`config.mk`:
```
export PLATFORM = sky130hd
export DESIGN_NAME = line_edit_key_engine_core
export DESIGN_NICKNAME = d
export VERILOG_FILES = /design/src/rtl/lek_pkg.sv /design/src/rtl/lek_store.sv /design/src/rtl/line_edit_key_engine_core.sv
export SDC_FILE = /design/constraint.sdc
export NUM_CORES = 1
export LEC_CHECK = 0
export ABC_AREA = 1
export ABC_CLOCK_PERIOD_IN_PS = 6100
export BUFFER_PORTS_ARGS = -buffer_cell sky130_fd_sc_hd__buf_2
export CAP_MARGIN = 10
export CORE_ASPECT_RATIO = 1.25
export CORE_MARGIN = 8
export CORE_UTILIZATION = 35
export DETAILED_ROUTE_END_ITERATION = 7
export GPL_ROUTABILITY_DRIVEN = 0
export SETUP_SLACK_MARGIN = 0.05
export SYNTH_ARGS = -nofsm -noshare
export SYNTH_HDL_FRONTEND = slang
export SYNTH_SLANG_ARGS = --single-unit
```
`constraint.sdc`:
```
create_clock -name i_clk -period 6.1 [get_ports i_clk]
set_clock_uncertainty 0.2 [all_clocks]
set_input_delay 1.22 -clock i_clk [delete_from_list [all_inputs] [get_ports i_clk]]
set_output_delay 1.22 -clock i_clk [all_outputs]
set_load 0.01 [all_outputs]
```
`src/rtl/lek_pkg.sv`:
```
// Shared constants and types for the line edit key engine.
`timescale 1ns / 1ps
package lek_pkg;
    // Event codes
    localparam logic [2:0] EV_NONE   = 3'd0;
    localparam logic [2:0] EV_REDRAW = 3'd1;
    localparam logic [2:0] EV_BELL   = 3'd2;
    localparam logic [2:0] EV_ACCEPT = 3'd3;
    localparam logic [2:0] EV_EOF    = 3'd4;
    localparam logic [2:0] EV_CANCEL = 3'd5;
    localparam logic [2:0] EV_CLEAR  = 3'd6;

    // Key codes
    localparam logic [7:0] K_DEL   = 8'h7F;
    localparam logic [7:0] K_BS    = 8'h08;
    localparam logic [7:0] K_CTL_D = 8'h04;
    localparam logic [7:0] K_CTL_C = 8'h03;
    localparam logic [7:0] K_CTL_L = 8'h0C;
    localparam logic [7:0] K_CTL_A = 8'h01;
    localparam logic [7:0] K_CTL_E = 8'h05;
    localparam logic [7:0] K_CTL_K = 8'h0B;
    localparam logic [7:0] K_CTL_U = 8'h15;
    localparam logic [7:0] K_ESC   = 8'h1B;
    localparam logic [7:0] K_LF    = 8'h0A;
    localparam logic [7:0] K_CR    = 8'h0D;
    localparam logic [7:0] K_TILDE = 8'h7E;
    localparam logic [7:0] K_UNDER = 8'h5F;

    // Escape phases
    localparam logic [1:0] PH_IDLE = 2'd0;
    localparam logic [1:0] PH_ESC  = 2'd1;
    localparam logic [1:0] PH_CSI  = 2'd2;
    localparam logic [1:0] PH_DIG  = 2'd3;

    // Memory access request from the sequencer
    typedef struct packed {
        logic       wr_en;
        logic [5:0] wr_addr;
        logic [7:0] wr_data;
        logic [5:0] rd_addr;
    } t_mem_req;

    function automatic logic word_char(input logic [7:0] c);
        return (c >= 8'h30 && c <= 8'h39) || (c >= 8'h41 && c <= 8'h5A) ||
               (c >= 8'h61 && c <= 8'h7A) || c == K_UNDER;
    endfunction
endpackage

```
`src/rtl/lek_store.sv`:
```
// Line byte memory: one write port, one registered read port.
`timescale 1ns / 1ps
module lek_store import lek_pkg::*; #(
    parameter int LINE_MAX = 64
) (
    input  logic           i_clk,
    input  t_mem_req       i_req,
    output logic [7:0]     o_rd_data
);
    localparam int AW = $clog2(LINE_MAX);
    logic [7:0] r_mem [LINE_MAX];

    // Write and read the line bytes
    always_ff @(posedge i_clk) begin
        if (i_req.wr_en) begin
            r_mem[i_req.wr_addr[AW-1:0]] <= i_req.wr_data;
        end
        o_rd_data <= r_mem[i_req.rd_addr[AW-1:0]];
    end
endmodule

```
`src/rtl/line_edit_key_engine_core.sv`:
```
// Top level: key decode, edit sequencer and result strobe around the line memory.
`timescale 1ns / 1ps
// One key byte is taken when i_start is high and o_busy low. Cursor moves and
// mode keys go from decode straight to the result word; edits that shift
// bytes, scan words or emit the line walk the line memory byte by byte
// through its single read port. Each result word is shown for one cycle
// with o_valid; the receiver cannot stall, and o_last_of_run marks the final
// word of a key. Enter on a line of n bytes gives n words, one per memory
// read; on an empty line it gives a single word.
module line_edit_key_engine_core import lek_pkg::*; #(
    parameter int LINE_MAX = 64
) (
    input  logic       i_clk,
    input  logic       i_rst_n,
    input  logic       i_start,
    input  logic [7:0] i_key_byte,
    output logic       o_busy,
    output logic       o_valid,
    output logic [2:0] o_event_kind,
    output logic       o_byte_valid,
    output logic [7:0] o_line_byte,
    output logic       o_last_of_run,
    output logic [6:0] o_line_length,
    output logic [6:0] o_cursor_pos,
    output logic       o_overwrite_on
);
    // Sequencer states
    localparam logic [3:0] S_IDLE  = 4'd0;
    localparam logic [3:0] S_DEC   = 4'd1;
    localparam logic [3:0] S_SCANF = 4'd2;
    localparam logic [3:0] S_SCANB = 4'd3;
    localparam logic [3:0] S_CUT   = 4'd4;
    localparam logic [3:0] S_INS   = 4'd5;
    localparam logic [3:0] S_EMIT  = 4'd6;
    localparam logic [3:0] S_DONE  = 4'd7;

    // Scan purposes
    localparam logic [1:0] P_MOVE = 2'd0;
    localparam logic [1:0] P_KILL = 2'd1;

    logic [3:0] r_state, n_state;
    logic [7:0] r_key;
    logic [6:0] r_len, n_len, r_cur, n_cur;
    logic       r_ovr, n_ovr;
    logic [1:0] r_phase, n_phase;
    logic [3:0] r_dig, n_dig;
    logic [6:0] r_i, n_i;       // scan / copy index
    logic       r_inw, n_inw;   // scan reached word part
    logic [1:0] r_purp, n_purp;
    logic [6:0] r_s, n_s, r_e, n_e;  // span to cut
    logic [7:0] r_hold, n_hold;      // byte carried during insert shift
    logic       r_rdv, n_rdv;        // read data in flight
    logic [2:0] r_ev, n_ev;

    t_mem_req   mreq;
    logic [7:0] rd_data;

    lek_store #(.LINE_MAX(LINE_MAX)) u_store (
        .i_clk     (i_clk),
        .i_req     (mreq),
        .o_rd_data (rd_data)
    );

    logic [6:0] lmax;
    assign lmax = 7'(LINE_MAX);

    // Output word fields
    logic       ov_valid, ov_bv, ov_last;
    logic [2:0] ov_ev;
    logic [7:0] ov_byte;
    logic [6:0] ov_len, ov_cur;
    logic       ov_ovr;

    // Sequencer next state
    always_comb begin
        n_state = r_state; n_len = r_len; n_cur = r_cur; n_ovr = r_ovr;
        n_phase = r_phase; n_dig = r_dig; n_i = r_i; n_inw = r_inw;
        n_purp = r_purp; n_s = r_s; n_e = r_e; n_hold = r_hold;
        n_rdv = 1'b0; n_ev = r_ev;
        mreq = '0;
        ov_valid = 1'b0; ov_bv = 1'b0; ov_last = 1'b1; ov_ev = r_ev;
        ov_byte = 8'd0; ov_len = r_len; ov_cur = r_cur; ov_ovr = r_ovr;
        unique case (r_state)
            S_IDLE: begin
                if (i_start) begin
                    n_state = S_DEC;
                end
            end
            S_DEC: begin
                n_ev = EV_NONE;
                n_phase = PH_IDLE;
                n_state = S_DONE;
                if (r_phase == PH_ESC) begin
                    if (r_key == 8'h5B) begin
                        n_phase = PH_CSI;
                    end else if (r_key == 8'h64 || r_key == 8'h44) begin
                        if (r_cur < r_len) begin
                            n_ev = EV_REDRAW; n_purp = P_KILL; n_s = r_cur;
                            n_i = r_cur; n_inw = 1'b0; n_state = S_SCANF;
                        end
                    end else if (r_key == 8'h66 || r_key == 8'h46) begin
                        n_ev = EV_REDRAW; n_purp = P_MOVE;
                        n_i = r_cur; n_inw = 1'b0; n_state = S_SCANF;
                    end else if (r_key == 8'h62 || r_key == 8'h42) begin
                        n_ev = EV_REDRAW; n_purp = P_MOVE;
                        n_i = r_cur; n_inw = 1'b0; n_state = S_SCANB;
                    end else if (r_key == K_BS || r_key == K_DEL) begin
                        if (r_cur != 7'd0) begin
                            n_ev = EV_REDRAW; n_purp = P_KILL; n_e = r_cur;
                            n_i = r_cur; n_inw = 1'b0; n_state = S_SCANB;
                        end
                    end
                end else if (r_phase == PH_CSI) begin
                    if (r_key == 8'h43) begin
                        if (r_cur < r_len) begin n_cur = r_cur + 7'd1; n_ev = EV_REDRAW; end
                    end else if (r_key == 8'h44) begin
                        if (r_cur != 7'd0) begin n_cur = r_cur - 7'd1; n_ev = EV_REDRAW; end
                    end else if (r_key == 8'h48) begin
                        n_cur = 7'd0; n_ev = EV_REDRAW;
                    end else if (r_key == 8'h46) begin
                        n_cur = r_len; n_ev = EV_REDRAW;
                    end else if (r_key >= 8'h30 && r_key <= 8'h39) begin
                        n_dig = 4'(r_key - 8'h30);
                        n_phase = PH_DIG;
                    end
                end else if (r_phase == PH_DIG) begin
                    if (r_key == K_TILDE) begin
                        if (r_dig == 4'd2) begin
                            n_ovr = ~r_ovr;
                        end else if (r_dig == 4'd1) begin
                            n_cur = 7'd0; n_ev = EV_REDRAW;
                        end else if (r_dig == 4'd4) begin
                            n_cur = r_len; n_ev = EV_REDRAW;
                        end
                    end
                end else if (r_key == K_LF || r_key == K_CR) begin
                    n_ev = EV_ACCEPT;
                    n_i = 7'd0;
                    mreq.rd_addr = 6'd0;
                    n_rdv = 1'b1;
                    n_state = S_EMIT;
                end else if (r_key == K_DEL || r_key == K_BS) begin
                    if (r_cur != 7'd0) begin
                        n_ev = EV_REDRAW; n_s = r_cur - 7'd1; n_e = r_cur;
                        n_i = r_cur - 7'd1; n_state = S_CUT;
                    end
                end else if (r_key == K_CTL_D) begin
                    if (r_len == 7'd0) begin
                        n_ev = EV_EOF;
                    end else if (r_cur < r_len) begin
                        n_ev = EV_REDRAW; n_s = r_cur; n_e = r_cur + 7'd1;
                        n_i = r_cur; n_state = S_CUT;
                    end
                end else if (r_key == K_CTL_C) begin
                    n_len = 7'd0; n_cur = 7'd0; n_ev = EV_CANCEL;
                end else if (r_key == K_CTL_L) begin
                    n_ev = EV_CLEAR;
                end else if (r_key == K_CTL_A) begin
                    n_cur = 7'd0; n_ev = EV_REDRAW;
                end else if (r_key == K_CTL_E) begin
                    n_cur = r_len; n_ev = EV_REDRAW;
                end else if (r_key == K_CTL_K) begin
                    if (r_cur < r_len) begin n_len = r_cur; n_ev = EV_REDRAW; end
                end else if (r_key == K_CTL_U) begin
                    if (r_cur != 7'd0) begin
                        n_ev = EV_REDRAW; n_s = 7'd0; n_e = r_cur;
                        n_i = 7'd0; n_state = S_CUT;
                    end
                end else if (r_key == K_ESC) begin
                    n_phase = PH_ESC;
                end else if (r_key >= 8'h20 && r_key < 8'h7F) begin
                    if (r_ovr && r_cur < r_len) begin
                        mreq.wr_en = 1'b1; mreq.wr_addr = r_cur[5:0];
                        mreq.wr_data = r_key;
                        n_cur = r_cur + 7'd1; n_ev = EV_REDRAW;
                    end else if (r_len >= lmax) begin
                        n_ev = EV_BELL;
                    end else begin
                        // shift tail right one byte, carrying the displaced byte
                        n_ev = EV_REDRAW; n_hold = r_key; n_i = r_cur;
                        mreq.rd_addr = r_cur[5:0]; n_rdv = 1'b1;
                        n_state = S_INS;
                    end
                end
            end
            S_SCANF: begin
                // scan forward: skip non-word then word bytes
                if (!r_rdv) begin
                    if (r_i >= r_len) begin
                        if (r_purp == P_MOVE) begin
                            n_cur = r_i; n_state = S_DONE;
                        end else begin
                            n_e = r_i; n_i = r_s; n_state = S_CUT;
                        end
                    end else begin
                        mreq.rd_addr = r_i[5:0]; n_rdv = 1'b1;
                    end
                end else if (r_inw && !word_char(rd_data)) begin
                    if (r_purp == P_MOVE) begin
                        n_cur = r_i; n_state = S_DONE;
                    end else begin
                        n_e = r_i; n_i = r_s; n_state = S_CUT;
                    end
                end else begin
                    if (word_char(rd_data)) n_inw = 1'b1;
                    n_i = r_i + 7'd1;
                end
            end
            S_SCANB: begin
                // scan backward over byte r_i-1
                if (!r_rdv) begin
                    if (r_i == 7'd0) begin
                        if (r_purp == P_MOVE) begin
                            n_cur = r_i; n_state = S_DONE;
                        end else begin
                            n_s = r_i; n_state = S_CUT;
                        end
                    end else begin
                        mreq.rd_addr = 6'(r_i - 7'd1); n_rdv = 1'b1;
                    end
                end else if (r_inw && !word_char(rd_data)) begin
                    if (r_purp == P_MOVE) begin
                        n_cur = r_i; n_state = S_DONE;
                    end else begin
                        n_s = r_i; n_state = S_CUT;
                    end
                end else begin
                    if (word_char(rd_data)) n_inw = 1'b1;
                    n_i = r_i - 7'd1;
                end
            end
            S_CUT: begin
                // copy byte at i+(e-s) down to i; r_i runs from s
                if (!r_rdv) begin
                    if (r_i + (r_e - r_s) >= r_len) begin
                        n_len = r_len - (r_e - r_s);
                        if (r_cur > r_e) n_cur = r_cur - (r_e - r_s);
                        else if (r_cur > r_s) n_cur = r_s;
                        n_state = S_DONE;
                    end else begin
                        mreq.rd_addr = 6'(r_i + (r_e - r_s)); n_rdv = 1'b1;
                    end
                end else begin
                    mreq.wr_en = 1'b1; mreq.wr_addr = r_i[5:0];
                    mreq.wr_data = rd_data;
                    n_i = r_i + 7'd1;
                end
            end
            S_INS: begin
                // write carried byte at i, carry old byte onward
                if (r_rdv) begin
                    mreq.wr_en = 1'b1; mreq.wr_addr = r_i[5:0];
                    mreq.wr_data = r_hold;
                    n_hold = rd_data;
                    n_i = r_i + 7'd1;
                    if (r_i >= r_len) begin
                        n_len = r_len + 7'd1; n_cur = r_cur + 7'd1;
                        n_state = S_DONE;
                    end
                end else begin
                    mreq.rd_addr = r_i[5:0]; n_rdv = 1'b1;
                end
            end
            S_EMIT: begin
                // stream line bytes, one word per read
                if (r_len == 7'd0) begin
                    ov_valid = 1'b1; ov_ev = EV_ACCEPT; ov_len = 7'd0; ov_cur = 7'd0;
                    n_cur = 7'd0; n_state = S_IDLE;
                end else begin
                    ov_valid = 1'b1; ov_ev = EV_ACCEPT; ov_bv = 1'b1;
                    ov_byte = rd_data; ov_cur = 7'd0;
                    ov_last = (r_i + 7'd1 == r_len);
                    mreq.rd_addr = 6'(r_i + 7'd1); n_rdv = 1'b1;
                    n_i = r_i + 7'd1;
                    if (r_i + 7'd1 == r_len) begin
                        n_len = 7'd0; n_cur = 7'd0; n_state = S_IDLE;
                    end
                end
            end
            S_DONE: begin
                ov_valid = 1'b1;
                n_state = S_IDLE;
            end
            default: n_state = S_IDLE;
        endcase
    end

    // State registers
    always_ff @(posedge i_clk) begin
        if (!i_rst_n) begin
            r_state <= S_IDLE; r_len <= '0; r_cur <= '0; r_ovr <= 1'b0;
            r_phase <= PH_IDLE; r_dig <= '0; r_rdv <= 1'b0;
            o_valid <= 1'b0;
        end else begin
            r_state <= n_state; r_len <= n_len; r_cur <= n_cur; r_ovr <= n_ovr;
            r_phase <= n_phase; r_dig <= n_dig; r_rdv <= n_rdv;
            o_valid <= ov_valid;
        end
    end

    // Payload registers
    always_ff @(posedge i_clk) begin
        if (r_state == S_IDLE && i_start) r_key <= i_key_byte;
        r_i <= n_i; r_inw <= n_inw; r_purp <= n_purp; r_s <= n_s; r_e <= n_e;
        r_hold <= n_hold; r_ev <= n_ev;
        o_event_kind <= ov_ev; o_byte_valid <= ov_bv; o_line_byte <= ov_byte;
        o_last_of_run <= ov_last; o_line_length <= ov_len; o_cursor_pos <= ov_cur;
        o_overwrite_on <= ov_ovr;
    end

    assign o_busy = (r_state != S_IDLE);
endmodule

```
==> reports/qor.txt <==
fmax = 176 MHz
main area contributors after synthesis = edfxtp_1, nand3_1, nand2_1
status = finished, final reports clean
first-pass detailed-route iteration total = 6
final count of pins violating max slew = 0
met3 WL = 7200 microns
cell taking the most area after synthesis = edfxtp_1
share of layout cells above drive strength 1 = 9.38%
RSZ-0062 raised after global routing = no
Post-synth ARST share = 0%
Vias = 24.7k
maximum capacitance violations = 0
Crit. End Element = flip-flop
Main synth FF type = edfxtp_1
P per Cell Area = 504 mW/mm^2
setup slack, reg-to-reg = 0.42 ns
RR Endpoint = u_store.o_rd_data[4]$_DFF_P_
htree depth = 3
Synth top area share = 54.1%
Yosys warnings = 0
vias in the first global route = 23.7k
CTS tree = yes
fin crit share = 93.2%
post-DP HPWL = 61100 microns
DIE AREA = 0.0976 sq mm
height of the die = 347 microns
worst path arrival time = 5.97 ns
row count = 121
highest metal layer with signal wires = met4
Post-synth EDFFs = 554
Core Area = 0.0871 sq mm
area added between synthesis and finish = 12.5%
wire length on met1 = 36700 microns
setup violators final = 0
library cells used by synthesis = 59
ant diodes = 0
worst hold path type = flip-flop to flip-flop
insertion delay to the later sink of the worst-skew pair = 0.64 ns
Multi-input gate area = 0.0112 sq mm
cell area after synthesis = 0.0307 sq mm
Critical Path RT = 6.39 ns
cts bufs inserted = 67
DRT antenna net count = 0
worst-path fanout max = 18
VDD IR-drop max = 0.364 mV
Final Hold Vio Count = 0
TNS Setup = 0 ns
Top cell by count, worst path = nand2_1
Clk pwr share = 23.5%
DR vias/cell = 5.68
Post-Syn Instances = 3147
xor/xnor share of the synthesized area = 1.05%
Startpoint Class = flip-flop
number of DRC markers in iteration 0 = 2770
initial antenna violation count = 1
WL met2 = 47800 microns
Sw Ratio = 43.6%
Compound-Gate Fraction of Synth Area = 5.98%
Final #Nets = 3223
Post-Synth Adder-Cell Area = 3.15%
residual DRC count = 0
Seq/Total Area, Yosys = 58.2%
post-synthesis simple-gate area fraction = 25.6%
Root Driver = clkbuf_16
Psw = 7600 uW
Detailed Route WL = 97300 microns
Max Buffers Root-to-Sink = 3
WS Path Type = flip-flop to flip-flop
Worst Reg-to-Reg Cells = 28
Worst path max stage delay = 0.42 ns
I/O pins = 41
Max transition margin = 19.1%
Leak Pwr = 0.0127 uW
port bufs = 40
Logic pwr share = 47.5%
Internal = 9810 uW
Horiz. Die Dim = 281 microns
crit path from = r_e[0]$_DFFE_PP_
Critical Path End = u_store.o_rd_data[4]$_DFF_P_
syn avg cell area = 9.77 sq um
Initial Util = 35.3%
Period minus WS final = 5.68 ns
fillers = 8466
slowest stage cell, crit path = fa_1
Yosys reg bits = 616
clk sinks = 616
wire length per cell = 22.3 microns
wire length of the first global-routing pass = 145000 microns
largest family of logic cells by synthesized area = simple AND/OR/NAND/NOR gates
proportion of synthesized area in mux cells = 0%
Worst Tran Pin Value = 1.21 ns
largest net degree at the start of global routing = 171
reg2reg start = r_e[0]$_DFFE_PP_
gr usage total = 19.2%
register area = 0.0179 sq mm
Flop pwr share = 29.1%
Pwr Total = 17400 uW
syn_nets = 3233
clock slew at reported path FFs = 0.06 ns
total gr overflow = 0
[placed cells by master (no fill, tap or decap), types with 6 or more instances in the layout]
master       n
o21ai_1      7
nor2_2       9
bufinv_16    6
clkinv_1    13
a21oi_1     91
dfxtp_1     62
xnor2_1      8
ha_1        71
nand2_2      7
a22oi_1     10
nor3_1      17
a31oi_1     16
inv_1      194
clkinv_2    13
clkbuf_16   70
o221ai_1     9
nand2_1    615
buf_12      17
o211ai_1    27
buf_2       41
o22ai_1     17
inv_2       26
o21ai_0     87
nand4_1    264
o21ai_4      8
clkbuf_1     8
nor4_1      11
nor2_1     210
nand3_1    524
xor2_1      29
buf_4       63
edfxtp_1   554
[per-stage QoR]
stage	hold slack [ns]	setup slack (ns)	cells	utilization [%]	area [sq um]
6_report	0.197	0.417	4354	39.7	34600
4_1_cts	0.200	0.315	4349	39.7	34500
3_5_place_dp	0.191	0.333	4231	37.1	32300
2_1_floorplan	0.159	0.841	3147	-	30700
5_1_grt	0.209	0.0699	4354	39.7	34600
3_3_place_gp	0.190	0.307	4231	37.1	32300
[logic make-up after synthesis]
group                    count (synthesis)
buffers and inverters                  428
AND/OR/NAND/NOR                       1685
adder cells (fa/ha/maj)                 75
XOR/XNOR                                37
flip-flops                             616
AO/OA/AOI/OAI                          306
[critical path, delay by kind of cell (launching register included)]
| kind | cells | cell delay, ns |
|---|---|---|
| compound gates | 4 | 0.72 |
| fa+ha+maj | 4 | 1.15 |
| simple gates | 12 | 1.63 |
| xor+xnor | 3 | 0.73 |
| flops | 1 | 0.41 |
| buf+inv | 5 | 0.68 |
[area by class of cell]
type / count / share of cell area [%]
Multi-Input combinational cell: 2104 / 32.3
Timing Repair Buffer: 122 / 3.02
Clock buffer: 78 / 5.12
Clock inverter: 40 / 1.18
Tap cell: 1168 / 4.23
Inverter: 226 / 2.46
Sequential cell: 616 / 51.7
[state kept, by name, summed over array words and instances, names as in the netlist, 2 cells and up]
register / flops
o_line_length: 7
u_store.o_rd_data: 8
r_cur: 7
r_hold: 8
r_e: 7
o_cursor_pos: 7
o_event_kind: 3
r_dig: 4
r_phase: 2
r_i: 7
r_len: 7
u_store.r_mem: 512
r_ev: 3
r_key: 8
r_s: 7
o_line_byte: 8
r_state: 3
[synthesized netlist by cell type (3+ instances only)]
cell type / instances
nor2_4: 3
buf_4: 5
nand3_1: 525
nor2_2: 8
buf_1: 8
o2111ai_1: 4
a22oi_1: 10
xnor2_1: 8
nor3_1: 17
ha_1: 71
nor2_1: 212
nand3b_1: 5
buf_6: 13
o22ai_1: 17
nand2_2: 8
o211ai_1: 27
o31ai_1: 5
fa_1: 4
o2bb2ai_1: 3
a32oi_1: 4
edfxtp_1: 554
a41oi_1: 3
buf_2: 105
clkbuf_1: 71
nor4_1: 11
o221ai_1: 9
nand2_1: 615
nor3_2: 3
a21oi_1: 91
xor2_1: 29
clkinv_1: 5
or2_2: 5
inv_1: 194
dfxtp_1: 62
inv_2: 26
nand4_1: 264
a31oi_1: 16
o21ai_1: 7
o21ai_0: 95
[what timing repair did]
item / CTS / global route
resized for setup: 0 / 1
hold buffers: 0 / 0
buffers inserted: 0 / 2
endpoints found under the setup margin: 0 / 5
[power by group through the flow]
stage / Sequential (uW) / Clock [uW] / Combinational, uW
floorplan: 5050 / 0 / 5580
global placement: 5140 / 0 / 8080
detailed placement: 5140 / 0 / 8090
CTS: 5050 / 4140 / 8130
global route: 5070 / 4300 / 9050
finish: 5060 / 4090 / 8260
[layer usage]
| layer | up-vias | global-route usage (%) |
|---|---|---|
| li1 | 11300 | - |
| met1 | 11800 | 22.9 |
| met2 | 1236 | 32.7 |
| met3 | 337 | 2.97 |
| met4 | 0 | 10.7 |
| met5 | - | 0 |
[how the worst min path moves through the flow]
stage / slack, ns / cells past startpoint / end / from
6_report: 0.20 / 0 / o_overwrite_on$_DFF_P_ / ov_ovr$_SDFFE_PN0P_
3_5_place_dp: 0.19 / 0 / o_overwrite_on$_DFF_P_ / ov_ovr$_SDFFE_PN0P_
3_3_place_gp: 0.19 / 0 / o_overwrite_on$_DFF_P_ / ov_ovr$_SDFFE_PN0P_
2_1_floorplan: 0.16 / 0 / o_overwrite_on$_DFF_P_ / ov_ovr$_SDFFE_PN0P_
4_1_cts: 0.20 / 0 / o_overwrite_on$_DFF_P_ / ov_ovr$_SDFFE_PN0P_
5_1_grt: 0.21 / 0 / o_overwrite_on$_DFF_P_ / ov_ovr$_SDFFE_PN0P_
Power figures use the tool's default switching activity.
